## src/sv/mtc_ram.sv

```systemverilog
module mtc_ram #(
	parameter int WIDTH = 8,
	parameter int DEPTH = 256
) (
	input  logic                     clk,
	input  logic                     we,
	input  logic [$clog2(DEPTH)-1:0] waddr,
	input  logic [WIDTH-1:0]         wdata,
	input  logic [$clog2(DEPTH)-1:0] raddr,
	output logic [WIDTH-1:0]         rdata
);

	logic [WIDTH-1:0] mem [DEPTH];

	always_ff @(posedge clk) begin
		if (we) begin
			mem[waddr] <= wdata;
		end
		rdata <= mem[raddr];
	end

endmodule

```

## config.mk

```make
export PLATFORM = sky130hd
export DESIGN_NAME = mtc_ram
export DESIGN_NICKNAME = d
export VERILOG_FILES = /design/src/sv/mtc_ram.sv
export SDC_FILE = /design/constraint.sdc
export NUM_CORES = 2
export LEC_CHECK = 0
export BUFFER_PORTS_ARGS = -buffer_cell sky130_fd_sc_hd__clkbuf_2
export CAP_MARGIN = 20
export CORE_UTILIZATION = 45
export DETAILED_ROUTE_END_ITERATION = 10
export PLACE_DENSITY = 0.61
export REMOVE_ABC_BUFFERS = 1
export SETUP_SLACK_MARGIN = 0.15
export SYNTH_ARGS = -nofsm -noshare
export SYNTH_HDL_FRONTEND = slang
export SYNTH_SLANG_ARGS = --single-unit
```

## constraint.sdc

```tcl
create_clock -name clk -period 3.6 [get_ports clk]
set_input_delay 1.08 -clock clk [delete_from_list [all_inputs] [get_ports clk]]
set_output_delay 1.08 -clock clk [all_outputs]
set_load 0.02 [all_outputs]
```

# Word-level counts from Yosys, hierarchy flattened
# Memories as Yosys holds them, arrays and structs flattened. A register that Yosys moved wholly into a read port is not among the register bits.
# Cells that the tools add are included.
[word_totals]
mem_bits_rw = 2048
register_bits = 0
n_memories = 1
output_inout_bits = 8
[mem_list]
columns = ["name", "words", "width", "read_ports", "rd_ports_with_merged_regs", "wr", "line_no", "text"]
rows = [
  ["mem", 256, 8, 1, 1, 1, "13", "logic [WIDTH-1:0] mem [DEPTH];"],
]
[classes]
mux = 2
[ops]
columns = ["cell", "count"]
rows = [
  ["2-to-1 mux 1 bit", 2],
]

# Logic depth before layout (Yosys ltp)
[logic_depth]
depth_word = 2
depth_mapped = 11
depth_no_buf = 6

# Least setup slack after synthesis
# No wires, ideal clock.
[synth_timing]
path_type = "input to register"
start = "in raddr[0]"
end = "reg rdata[2] (read register of mem)"
arrival_time_ns = 2.887
path_stages = 9
slack_ns = 0.582
required_time_ns = 3.469
setup_ns = 0.131
path_buffers = 4
path_cell_list = "buf_6 > buf_12 > buf_8 > buf_2 > mux4_2 > a22oi_1 > a21oi_1 > nor4_1 > nor4_2"
[synth_rtl]
columns = ["item", "line_no", "text"]
rows = [
  ["start: declaration", "9", "input logic [$clog2(DEPTH)-1:0] raddr,"],
  ["end: declaration", "10", "output logic [WIDTH-1:0] rdata"],
]

==> out/results.tsv <==
metric	value	unit
via count	40257	
Pwr Total	49100	uW
total congestion overflow	0	
hold_ws	648	ps
CTS tree	yes	
synthesis-stage register bit count	2056	
clock root buffer	clkbuf_16	
Place WS	-721	ps
routed wire length	200000	um
path depth of the worst reg2reg path	6	
relative slew slack	0.255	
Final min period	3400	ps
hold worst-path end	mem[48][6]	
Synth async-reset ratio	0	
largest net degree at the start of global routing	115	
DRT iter0 DRCs	4301	
Psw	10400	uW
Post-DP Area	0.0868	mm^2
vias per cell	5.90	
clock transition at the registers of the reported paths	60	ps
die area	0.178	mm^2
clock buffer count from CTS	199	
Most used DFF post-synth	edfxtp_1	
htree depth	4	
Crit. End Element	flip-flop	
post-synthesis cell area	0.0796	mm^2
Final nets	4365	
Peak VDD IR	574	uV
hold crit path type	in2reg	
Reg power frac	0.539	
Die Y	422	um
Core Box Area	0.175	mm^2
Initial Util	0.455	
CP Max Fanout	15	
clock tree buffer depth	3	
Port Buffers	33	
worst-path cell chain	buf_8 > buf_12 > mux4_2 > mux4_2 > nor2b_1 > nor4_1 > buf_4 > nor4_2	
Max Cap Violations	0	
R2R setup slack	740	ps
Warnings, synthesis	0	
chip width	422	um
post-route insts no fill	6829	
Ports	34	
WL/cell	29.3	um
clock share of power	0.407	
synthesized area per cell	21.3	um^2
WP data arrival	4100	ps
sw frac	0.212	
Setup Fix Bufs, Post-CTS	0	
antenna violation net count after detailed routing	0	
crit-path leading delay family	simple AND/OR/NAND/NOR gates	
Internal Pwr Total	38700	uW
Startpoint Class	primary input	
area grow syn2layout	16.9	%
post-synthesis cell count	3733	
layout cells sized above 1	0.307	
min-delay src	wdata[6]	
Reg-to-Reg End	rdata[2]	
GRT Resource Usage Total	0.225	
RR Startpoint	mem[80][2]	
# setup viols final	0	
f_max	294	MHz
Worst Hold Depth	1	
Final Instance Area	0.0930	mm^2
row count	153	
vias in the first global route	40649	
Slew Viols, Final	0	
max incr delay on CP	890	ps
power per standard cell area	528	mW/mm^2
DPL Wire Length	127000	um
Static Leak	0.0299	uW
Worst-Margin Slew	1110	ps
routability cong.	0.842	
Netlist cell types	55	
Clock Sinks	2056	
crit share post-route	0.944	
# DRC	0	
Placed Cells	6463	
Post-synth EDFFs	2048	
Setup Skew	28.3	ps
first drt pass iteration count	5	
initial antenna violation count	7	
Most common cell on crit path	mux4_2	
Seq/Total Area, Yosys	0.775	
CP Class	in2reg	
status	finished clean	
Worst-Skew Late Latency	850	ps
Data required, critical path	4310	ps
CP bufs+invs	3	
combinational fraction of design power	0.054	
final hold violations	0	
RSZ-0062 raised after global routing	false	
Max stage delay cell, worst path	nor4_1	
fin worst setup slack	202	ps
first-pass GRT wire length	290000	um
## stage by stage
| stage | utilization | setup TNS [ps] |
|---|---|---|
| floorplan | - | 0 |
| global placement | 0.497 | -4380 |
| detailed placement | 0.497 | -4430 |
| CTS | 0.532 | 0 |
| global route | 0.532 | 0 |
| finish | 0.532 | 0 |
## cells in the mapped netlist (27+ instances only)
master,number,area share
a21oi_1,96,0.0060
nand3_1,34,0.0021
nor2b_1,31,0.0024
mux4_2,454,0.13
buf_4,27,0.0025
a22oi_1,133,0.013
nor2_1,282,0.013
clkbuf_1,111,0.0052
nand2_1,33,0.0016
buf_2,31,0.0020
edfxtp_1,2048,0.77
o22ai_1,28,0.0022
mux2i_1,134,0.017
o221ai_1,46,0.0051
## worst max path at each step
stage | startpoint | endpoint | slack, ps | depth (start not counted)
4_1_cts | raddr[0] | rdata[4] | 170 | 10
2_1_floorplan | raddr[2] | rdata[6] | 110 | 6
3_3_place_gp | raddr[0] | rdata[2] | -730 | 9
5_1_grt | raddr[0] | rdata[2] | 220 | 10
6_report | raddr[0] | rdata[2] | 200 | 8
3_5_place_dp | raddr[0] | rdata[1] | -720 | 9
## power groups by stage
stage	sequential [uW]	combinational [uW]	clock (uW)
floorplan	26900	926	0
global placement	26900	2650	0
detailed placement	26900	2680	0
CTS	26400	2690	20300
global route	26400	2810	21200
finish	26400	2660	20000
## cells by family (layout without fill, tap and decap cells)
| family | after synthesis | in the layout | share of synthesized area |
|---|---|---|---|
| DFF | 2056 | 2056 | 0.775 |
| buffers and inverters | 235 | 1003 | 0.0183 |
| AOI/OAI and AO/OA | 385 | 385 | 0.0342 |
| other | 0 | 3 | 0 |
| muxes | 591 | 591 | 0.146 |
| and+or+nand+nor | 466 | 466 | 0.0263 |
## routing by layer
metal / GRT usage / part of all wire / up-vias
li1: - / - / 16935
met1: 0.311 / 0.41 / 21522
met2: 0.366 / 0.49 / 1502
met3: 0.0442 / 0.071 / 298
met4: 0.0637 / 0.027 / 0
met5: 0 / 0 / -
## placed cells by master (no fill, tap or decap), types with 4 or more instances in the layout
cell type  count
a221oi_1      13
edfxtp_1    2048
clkbuf_2      21
o221ai_1      46
clkbuf_1      47
nand2b_1       8
clkinv_2      38
nor4_1        22
nor2b_1       28
a211oi_1      16
buf_12        73
o22ai_1       28
bufinv_16     14
inv_6          6
o211ai_1      10
o22a_1         5
nand3_1       32
or2_2          4
buf_4        534
nand2_1       33
o32ai_1        4
buf_8         10
clkbuf_16    202
a22o_1         8
nor4_2         5
mux4_2       454
nor3_1        22
o21ai_0       10
and2_1         6
nand4_1       10
a22oi_1      133
clkinv_1      51
mux2i_1      134
dfxtp_1        8
nor2_1       279
a21oi_1       96
## flip-flops by register name, indices dropped and copies added, names as in the netlist
name   count
rdata      8
mem     2048
## area by class of cell
type | count | area (um^2)
fill | 13369 | 81800
clock inverter | 114 | 935
tap | 2325 | 2910
timing repair buffer | 638 | 5730
multi-input combinational | 1442 | 16500
antenna | 3 | 7.51
inverter | 2 | 7.51
sequential | 2056 | 61700
clock buffer | 249 | 5230
## timing repair
action,4_1_cts,5_1_grt
gates resized for setup,0,2
hold buffers,0,0
endpoints found under the setup margin,0,2
No activity file was read; power rests on OpenSTA's default activity.
