[config.mk]
export PLATFORM = sky130hd
export DESIGN_NAME = mtc_out_reg
export DESIGN_NICKNAME = d
export VERILOG_FILES = /design/src/sv/mtc_pkg.sv /design/src/sv/mtc_out_reg.sv
export SDC_FILE = /design/constraint.sdc
export NUM_CORES = 1
export LEC_CHECK = 0
export BUFFER_PORTS_ARGS = -buffer_cell sky130_fd_sc_hd__buf_2
export CORE_UTILIZATION = 42
export CTS_BUF_LIST = sky130_fd_sc_hd__clkbuf_4 sky130_fd_sc_hd__clkbuf_8
export DETAILED_ROUTE_END_ITERATION = 16
export PLACE_DENSITY_LB_ADDON = 0.2
export SLEW_MARGIN = 10
export SYNTH_ARGS = -nofsm -noshare
export SYNTH_HDL_FRONTEND = slang
export SYNTH_SLANG_ARGS = --single-unit
[constraint.sdc]
create_clock -name clk -period 1.2 [get_ports clk]
set_clock_uncertainty 0.05 [all_clocks]
set_input_delay 0.24 -clock clk [delete_from_list [all_inputs] [get_ports clk]]
set_output_delay 0.24 -clock clk [all_outputs]
set_load 0.01 [all_outputs]
[src/sv/mtc_pkg.sv]
package mtc_pkg;

	localparam int MAX_MESSAGES   = 256;
	localparam int MAX_SUCCESSORS = 16;
	localparam int COUNT_BITS     = 16;

	// Widths that follow from the sizes above.
	localparam int POS_W  = $clog2(MAX_MESSAGES);
	localparam int MT_W   = $clog2(MAX_MESSAGES + 1);
	localparam int SLOT_W = (MAX_SUCCESSORS > 1) ? $clog2(MAX_SUCCESSORS) : 1;
	localparam int SI_W   = $clog2(MAX_SUCCESSORS + 1);
	localparam int SA_W   = $clog2(MAX_MESSAGES * MAX_SUCCESSORS);
	localparam int KEY_W  = 26;
	localparam int SUCC_W = POS_W + COUNT_BITS;

	typedef logic [KEY_W-1:0] key_t;

	typedef struct packed {
		logic [POS_W-1:0]      position;
		logic                  position_is_new;
		logic                  had_previous;
		logic [SLOT_W-1:0]     successor_slot;
		logic                  successor_is_new;
		logic [COUNT_BITS-1:0] transition_count;
		logic                  table_full;
		logic                  successors_full;
		logic                  count_saturated;
	} result_t;

endpackage

[src/sv/mtc_out_reg.sv]
module mtc_out_reg (
	input  logic             clk,
	input  logic             arst_n,
	input  logic             load,
	input  mtc_pkg::result_t res_in,
	output logic             space,
	input  logic             out_ready,
	output logic             out_valid,
	output mtc_pkg::result_t res_out
);

	logic             valid_q;
	mtc_pkg::result_t res_q;

	// The register can take a new beat when it is empty or being drained.
	assign space     = !valid_q || out_ready;
	assign out_valid = valid_q;
	assign res_out   = res_q;

	always_ff @(posedge clk or negedge arst_n) begin
		if (!arst_n) begin
			valid_q <= 1'b0;
		end else if (load) begin
			valid_q <= 1'b1;
		end else if (out_ready) begin
			valid_q <= 1'b0;
		end
	end

	always_ff @(posedge clk) begin
		if (load) begin
			res_q <= res_in;
		end
	end

endmodule
# Yosys cells after proc, flatten, opt, wreduce, memory -nomap -nowiden
# Cells that the tools add are included.
# totals
input_bits,38
out_inout_bits,36
reg_bits,35
wordCells,15
# op_classes
muxes,2
n_reduce_logical,3
# op_table
cell,count
1-bit two-way mux,2
2-bit nonzero test,1
1-bit zero test,1
1-bit logical OR,1

# Logic depth before layout (Yosys ltp)
# Gate-level depths: netlist of the first run.
# depth
depth_word,2
depth_mapped,2

# Worst setup path before layout of the first run
# Ideal clock, no wire load.
# synth_path
path_type,register -> output
from,register valid_q (netlist: out_valid)
to,output space
arrival_time_ps,518
path_slack_ps,392
stages_incl_launch_ff,2
t_required_ps,910
path_cell_list,dfrtp_1 > nand2b_4
# synth_via
elab_chain_cells,2
# synth_rtl
item,line,rtl
"start, declared",mtc_out_reg.sv:12,logic valid_q;
"start signal, assigned",mtc_out_reg.sv:22,valid_q <= 1'b0;
"start signal, assigned",mtc_out_reg.sv:24,valid_q <= 1'b1;
"start signal, assigned",mtc_out_reg.sv:26,valid_q <= 1'b0;
1-bit zero test,mtc_out_reg.sv:16,assign space = !valid_q || out_ready;
1-bit logical OR,mtc_out_reg.sv:16,
"end, declared",mtc_out_reg.sv:6,"output logic space,"
# Every way passes these cells.

# Worst setup path after layout of the first run
# Ends and elaborated chain as after synthesis.

==> results of run 1 <==
==> metrics by stage <==
step | hold WS (ns) | TNS [ns]
6_report | 0.0486 | 0
2_1_floorplan | -0.106 | 0
3_3_place_gp | -0.0343 | 0
4_1_cts | 0.0330 | -0.00819
5_1_grt | 0.0222 | -0.0493
3_5_place_dp | -0.0342 | 0
==> critical path, delay by kind of cell, from the launching register on <==
kind / cells / cell delay, ns
buffers and inverters: 1 / 0.10
flip-flops: 1 / 0.41
AND/OR/NAND/NOR: 1 / 0.08
==> area by class of cell <==
cell class | instances | share of cell area [%]
clock buffer | 6 | 2.88
clock inverter | 2 | 0.480
multi-input combinational | 2 | 1.44
sequential | 35 | 66.8
tap | 28 | 2.24
timing repair buffer | 76 | 26.1
==> routing by layer <==
layer	vias to the layer above	routed length (microns)
met3	0	216
met5	-	0
met2	44	900
met4	0	0
met1	282	650
li1	314	-
==> cell families (layout without fill, tap and decap cells) <==
kind of cell | after synthesis | in the layout | synth area share (%)
buffers and inverters | 0 | 84 | 0
DFF | 35 | 35 | 97.9
and+or+nand+nor | 2 | 2 | 2.11
==> layout by cell type (no fill, tap or decap) <==
cell and instances:
dlygate4sd3_1 1, buf_2 72, nand2b_2 1, dfrtp_1 1
edfxtp_1 34, clkinv_1 2, nand2b_4 1, buf_4 1
buf_6 1, clkbuf_4 6, buf_12 1
==> sequential cells by signal, summed over array words and instances (netlist names) <==
name	cells
out_valid	1
res_out	34
==> timing repair <==
action	in CTS	in global routing
hold endpoints to repair	1	0
hold buffers	1	0
gates resized for setup	1	0
setup endpoints to repair	1	2
buffers inserted	1	0
==> how the worst max path moves through the flow <==
stage               depth (start not counted)    endpoint       from
floorplan                                   1       space  out_valid
global placement                            2  res_out[0]       load
detailed placement                          2  res_out[4]       load
CTS                                         2       space  out_valid
global route                                2       space  out_valid
finish                                      2       space  out_valid
==> power breakdown <==
part / switching (W) / internal [W] / leakage, nW
clock network: 0.000326 / 0.000239 / 0.0307
logic: 0.000121 / 0.000122 / 0.318
registers: 0.0000219 / 0.00144 / 0.344
==> impl_results.md, run 1 <==
- Port Buf Inserts: 73
- Num Clock Sinks: 35
- CTS H-Tree Depth: 2
- Worst path max stage delay: 0.41 ns
- Crit path max fanout: 2
- Synth unique cells: 4
- Max VDD drop: 0.913 mV
- Final setup viols: 0
- Fin crit share: 98.9%
- Worst-path clk slew: 0.09 ns
- RSZ-0062 raised after global routing: yes
- Netlist Area Pre-Place: 0.00107 sq mm
- IO Count: 74
- Top cells by count, synth: 34 x edfxtp_1, 1 x dfrtp_1, 1 x nand2b_2, 1 x nand2b_4
- Max Cap Violations: 0
- Worst Path Required: 0.91 ns
- Layout fillers: 170
- Top Usage Layer GRT: met2
- Critical path, cell by cell: nand2b_4, buf_6
- Hold depth: 1
- Number of buffers created by CTS: 5
- Antenna Cells: 0
- Gr usage total: 13.1%
- Worst Slack Setup Final: 0.0137 ns
- DIE HEIGHT: 52.4 microns
- CP Capture Type: output pin
- PwrDens: 1450 mW/mm^2
- Post-synthesis cell count: 37
- Status: complete, no violations
- Synthesis-to-layout area growth: 46.5%
- Via count: 640
- # placed instances: 139
- Yosys top cell by area: edfxtp_1
- DR pass1 iterations: 4
- Initial antenna violation count: 0
- Flop and latch count out of synthesis: 35
- WL final: 1770 microns
- Worst R2R Setup Slack: 0.40 ns
- Fin cells: 149
- Max Freq: 843 MHz
- Core footprint: 0.00230 sq mm
- Worst hold path endpoint: res_out[30]
- Via-per-instance ratio: 4.30
- FF-to-FF Start: out_valid
- Layout cells sized above 1: 68.6%
- Net Count, Synth: 75
- Placed Area: 0.00149 sq mm
- Hold WC Path Type: in -> reg
- Gpl congestion: 0.635
- Initial Util: 46.5%
- Static leakage: 0.693 nW
- Die area: 0.00275 sq mm
- Syn_area_per_cell: 28.9 sq um
- Critical hold path startpoint: res_in[30]
- Critical path class: reg -> out
- Number of synthesized flops with an enable pin: 34
- Clock Tree Root: clkbuf_4
- GR Util met1: 13.5%
- Share of flip-flops with an asynchronous set or reset: 2.86%
- Synth warn: 0
- First-pass GRT wire length: 2440 microns
- Seq. cell area: 0.00105 sq mm
- Post-synth top area share: 95.6%
- Startpoint types: flip-flop
- R2R cell count: 3
- Final hold viol count: 0
- Critical R2R Capture: out_valid
- Post-route DRC: 0
- Met2 usage: 21.5%
- Met3 usage: 7.54%
- Predominant post-synthesis flop cell: edfxtp_1
- Initial DRC count: 19
- Relative slew slack: 88.1%
- Fin nets: 158
- Ranking of synthesized cells by area: edfxtp_1 96%, dfrtp_1 2.3%, nand2b_4 1.3%
- Gr ovfl total: 0
- Dpl ws: 0.280 ns
- Max-slew violation count: 0
- Multi-input logic area: 22.5 sq um
- Worst-margin pin slew: 0.178 ns
- Post-synthesis sequential area ratio: 97.9%
- Top-count cell post-synth: edfxtp_1
- Design Area, Final: 0.00157 sq mm
- CP arrival: 0.90 ns
- Routed wire per std cell: 11.9 microns
- Maximum clock path buffer count: 2
- Core Rows: 17
- Pwr Total: 0.00227 W
- Die width: 52.4 microns
- Antenna-violating nets left: 0
- Clk_lat worst skew: 0.30 ns
- Pin count of the biggest net entering global routing: 36
- Slowest-stage cell, CP: dfrtp_1
- Final Util: 68.1%
- Vias in the first global route: 593
- Crit path time final: 1.19 ns
- CTS tree: done
Note: power is estimated with default switching activity, not from simulation.
==> run 2: changes to the inputs <==
- PLACE_DENSITY: unset -> 0.88
- PLACE_DENSITY_LB_ADDON: 0.2 -> unset
==> run 2 against run 1 <==
Compared with the run above:
- the run now ends with setup timing left
- sequential power is essentially flat
- non-clock buffer count grew 1
- sequential cell count is the same
- global-route usage grew 4.7 points
- hold slack lost 0.0052 ns
- clock-buffer cell count grew 2
- cell count grew 0.67%
- routed wire length grew 32%
- critical path type unchanged
- largest cell class unchanged
- largest power group unchanged
- highest routed layer is now met4
==> impl_results.md, run 2 (synthesis results as in run 1) <==
- Status: complete, but fails checks
- Failing checks: setup timing
- CP arrival: 0.91 ns (about the same)
- Via-per-instance ratio: 4.48 (+4.3%)
- Worst Slack Setup Final: -0.00183 ns (-0.0155 ns)
- Pin count of the biggest net entering global routing: 36 (unchanged)
- Worst Path Required: 0.91 ns (about the same)
- RSZ-0062 raised after global routing: yes
- Die width: 52.4 microns (unchanged)
- Max Freq: 832 MHz (-1.3%)
- Worst-path clk slew: 0.10 ns (about the same)
- Crit path time final: 1.20 ns (+0.0155 ns)
- Maximum clock path buffer count: 2 (unchanged)
- Antenna Cells: 0 (unchanged)
- Vias in the first global route: 629 (+6.1%)
- Clk_lat worst skew: 0.31 ns (about the same)
- Static leakage: 0.703 nW (+1.5%)
- Port Buf Inserts: 73 (unchanged)
- CTS tree: done
- Gr usage total: 17.8% (+4.7 points)
- Buf+Inv Stages, Crit Path: 1 (unchanged)
- Number of buffers created by CTS: 5 (unchanged)
- Critical path class: reg -> out
- PwrDens: 1500 mW/mm^2 (+2.9%)
- Worst-margin pin slew: 0.185 ns (+0.00691 ns)
- DIE HEIGHT: 52.4 microns (unchanged)
- Routed wire per std cell: 15.5 microns (+31%)
- Met2 routed WL: 1110 microns (+24%)
- Fin crit share: 100% (+1.3 points)
- DR pass1 iterations: 3 (-1)
- Delay-heaviest family, CP: flip-flops
- Startpoint types: flip-flop
- Synthesis-to-layout area growth: 47.9%
- Max Cap Violations: 0 (unchanged)
- Relative slew slack: 87.6% (-0.46 points)
- IO Count: 74 (unchanged)
- CTS H-Tree Depth: 2 (unchanged)
- Hold WC Path Type: in -> reg
- First-pass GRT wire length: 3110 microns (+28%)
- Num Clock Sinks: 35 (unchanged)
- Layout cells sized above 1: 70.5% (+1.9 points)
- Worst path max stage delay: 0.42 ns (about the same)
- M1 WL: 918 microns (+41%)
- CP Capture Type: output pin
- Die area: 0.00275 sq mm (unchanged)
- Clock Tree Root: clkbuf_4
- Max VDD drop: 1.11 mV (+22%)
- Commonest non-fill, non-tap cell in the layout: buf_2
- Initial antenna violation count: 0 (unchanged)
- Slowest-stage cell, CP: dfrtp_1
- Initial DRC count: 11 (-8)
- Core Rows: 17 (unchanged)
- Critical path, cell by cell: nand2b_4, buf_6
- Initial Util: 46.5% (unchanged)
- DR top layer: met4
- Max-slew violation count: 0 (unchanged)
- Crit path max fanout: 2 (unchanged)
- Largest register FFs: 34 (unchanged)
- Post-route setup TNS: -0.00183 ns (-0.00183 ns)
- Final Util: 68.8% (+0.65 points)
- WL final: 2330 microns (+32%)
- Gpl congestion: 0.555 (-12%)
- Final setup viols: 1 (+1)
- Final hold viol count: 0 (unchanged)
- Core footprint: 0.00230 sq mm (unchanged)
- Most frequent cells in the layout: 72 x buf_2, 34 x edfxtp_1, 8 x clkbuf_4
- Worst R2R Setup Slack: 0.31 ns (-0.09 ns)
- Metal3 WL: 254 microns (+18%)
- Via count: 672 (+5.0%)
- Antenna-violating nets left: 0 (unchanged)
- Fin nets: 159 (+0.63%)
- Post-route DRC: 0 (unchanged)
- Gr ovfl total: 0 (unchanged)
-- run 2: final cells by class --
cell class	count	area, sq um
flip-flops and latches	35	1050
fillers	160	717
repair buffers	77	417
clock buffers	8	60.1
well taps	28	35.0
multi-input cells	2	22.5
-- run 2: worst reg2reg max path, delay by kind of cell, from the launching register on --
kind                   cells  cell delay (ns)
buffers and inverters      2             0.19
DFF                        1             0.42
and+or+nand+nor            2             0.13
-- run 2: what timing repair did --
action	in CTS	in global routing
gates cloned	0	0
setup buffers	1	1
hold endpoints to repair	1	0
gates resized for setup	1	0
endpoints found under the setup margin	1	1
hold buffers	1	0
-- run 2: worst paths after layout --
kind,from,endpoint,cells after the start
max in group asynchronous,arst_n,out_valid,2
max reg2reg,out_valid,out_valid,4
min reg2reg,out_valid,out_valid,4
max,out_valid,space,2
min in group asynchronous,arst_n,out_valid,2
min,res_in[11],res_out[11],1
-- run 2: through the flow --
| step | power, W | hold slack, ns | area [sq um] | setup WS [ns] | std cells |
|---|---|---|---|---|---|
| 2_1_floorplan | 0.00156 | -0.106 | 1070 | 0.392 | 37 |
| 3_3_place_gp | 0.00172 | -0.0356 | 1490 | 0.292 | 139 |
| 3_5_place_dp | 0.00174 | -0.0324 | 1490 | 0.276 | 139 |
| 4_1_cts | 0.00238 | 0.0316 | 1570 | -0.00708 | 149 |
| 5_1_grt | 0.00245 | 0.0208 | 1580 | -0.0319 | 150 |
| 6_report | 0.00236 | 0.0434 | 1580 | -0.00183 | 150 |
-- run 2: metal layers --
| layer | track usage [%] | vias to the layer above |
|---|---|---|
| li1 | - | 314 |
| met1 | 19.6 | 308 |
| met2 | 28.3 | 46 |
| met3 | 7.54 | 4 |
| met4 | 10.5 | 0 |
| met5 | 0 | - |
-- run 2: where the power goes --
group	switching [W]	internal [W]	total (W)
logic	0.000129	0.000124	0.000253
registers	0.0000250	0.00144	0.00147
clock network	0.000339	0.000301	0.000641
total	0.000493	0.00187	0.00236
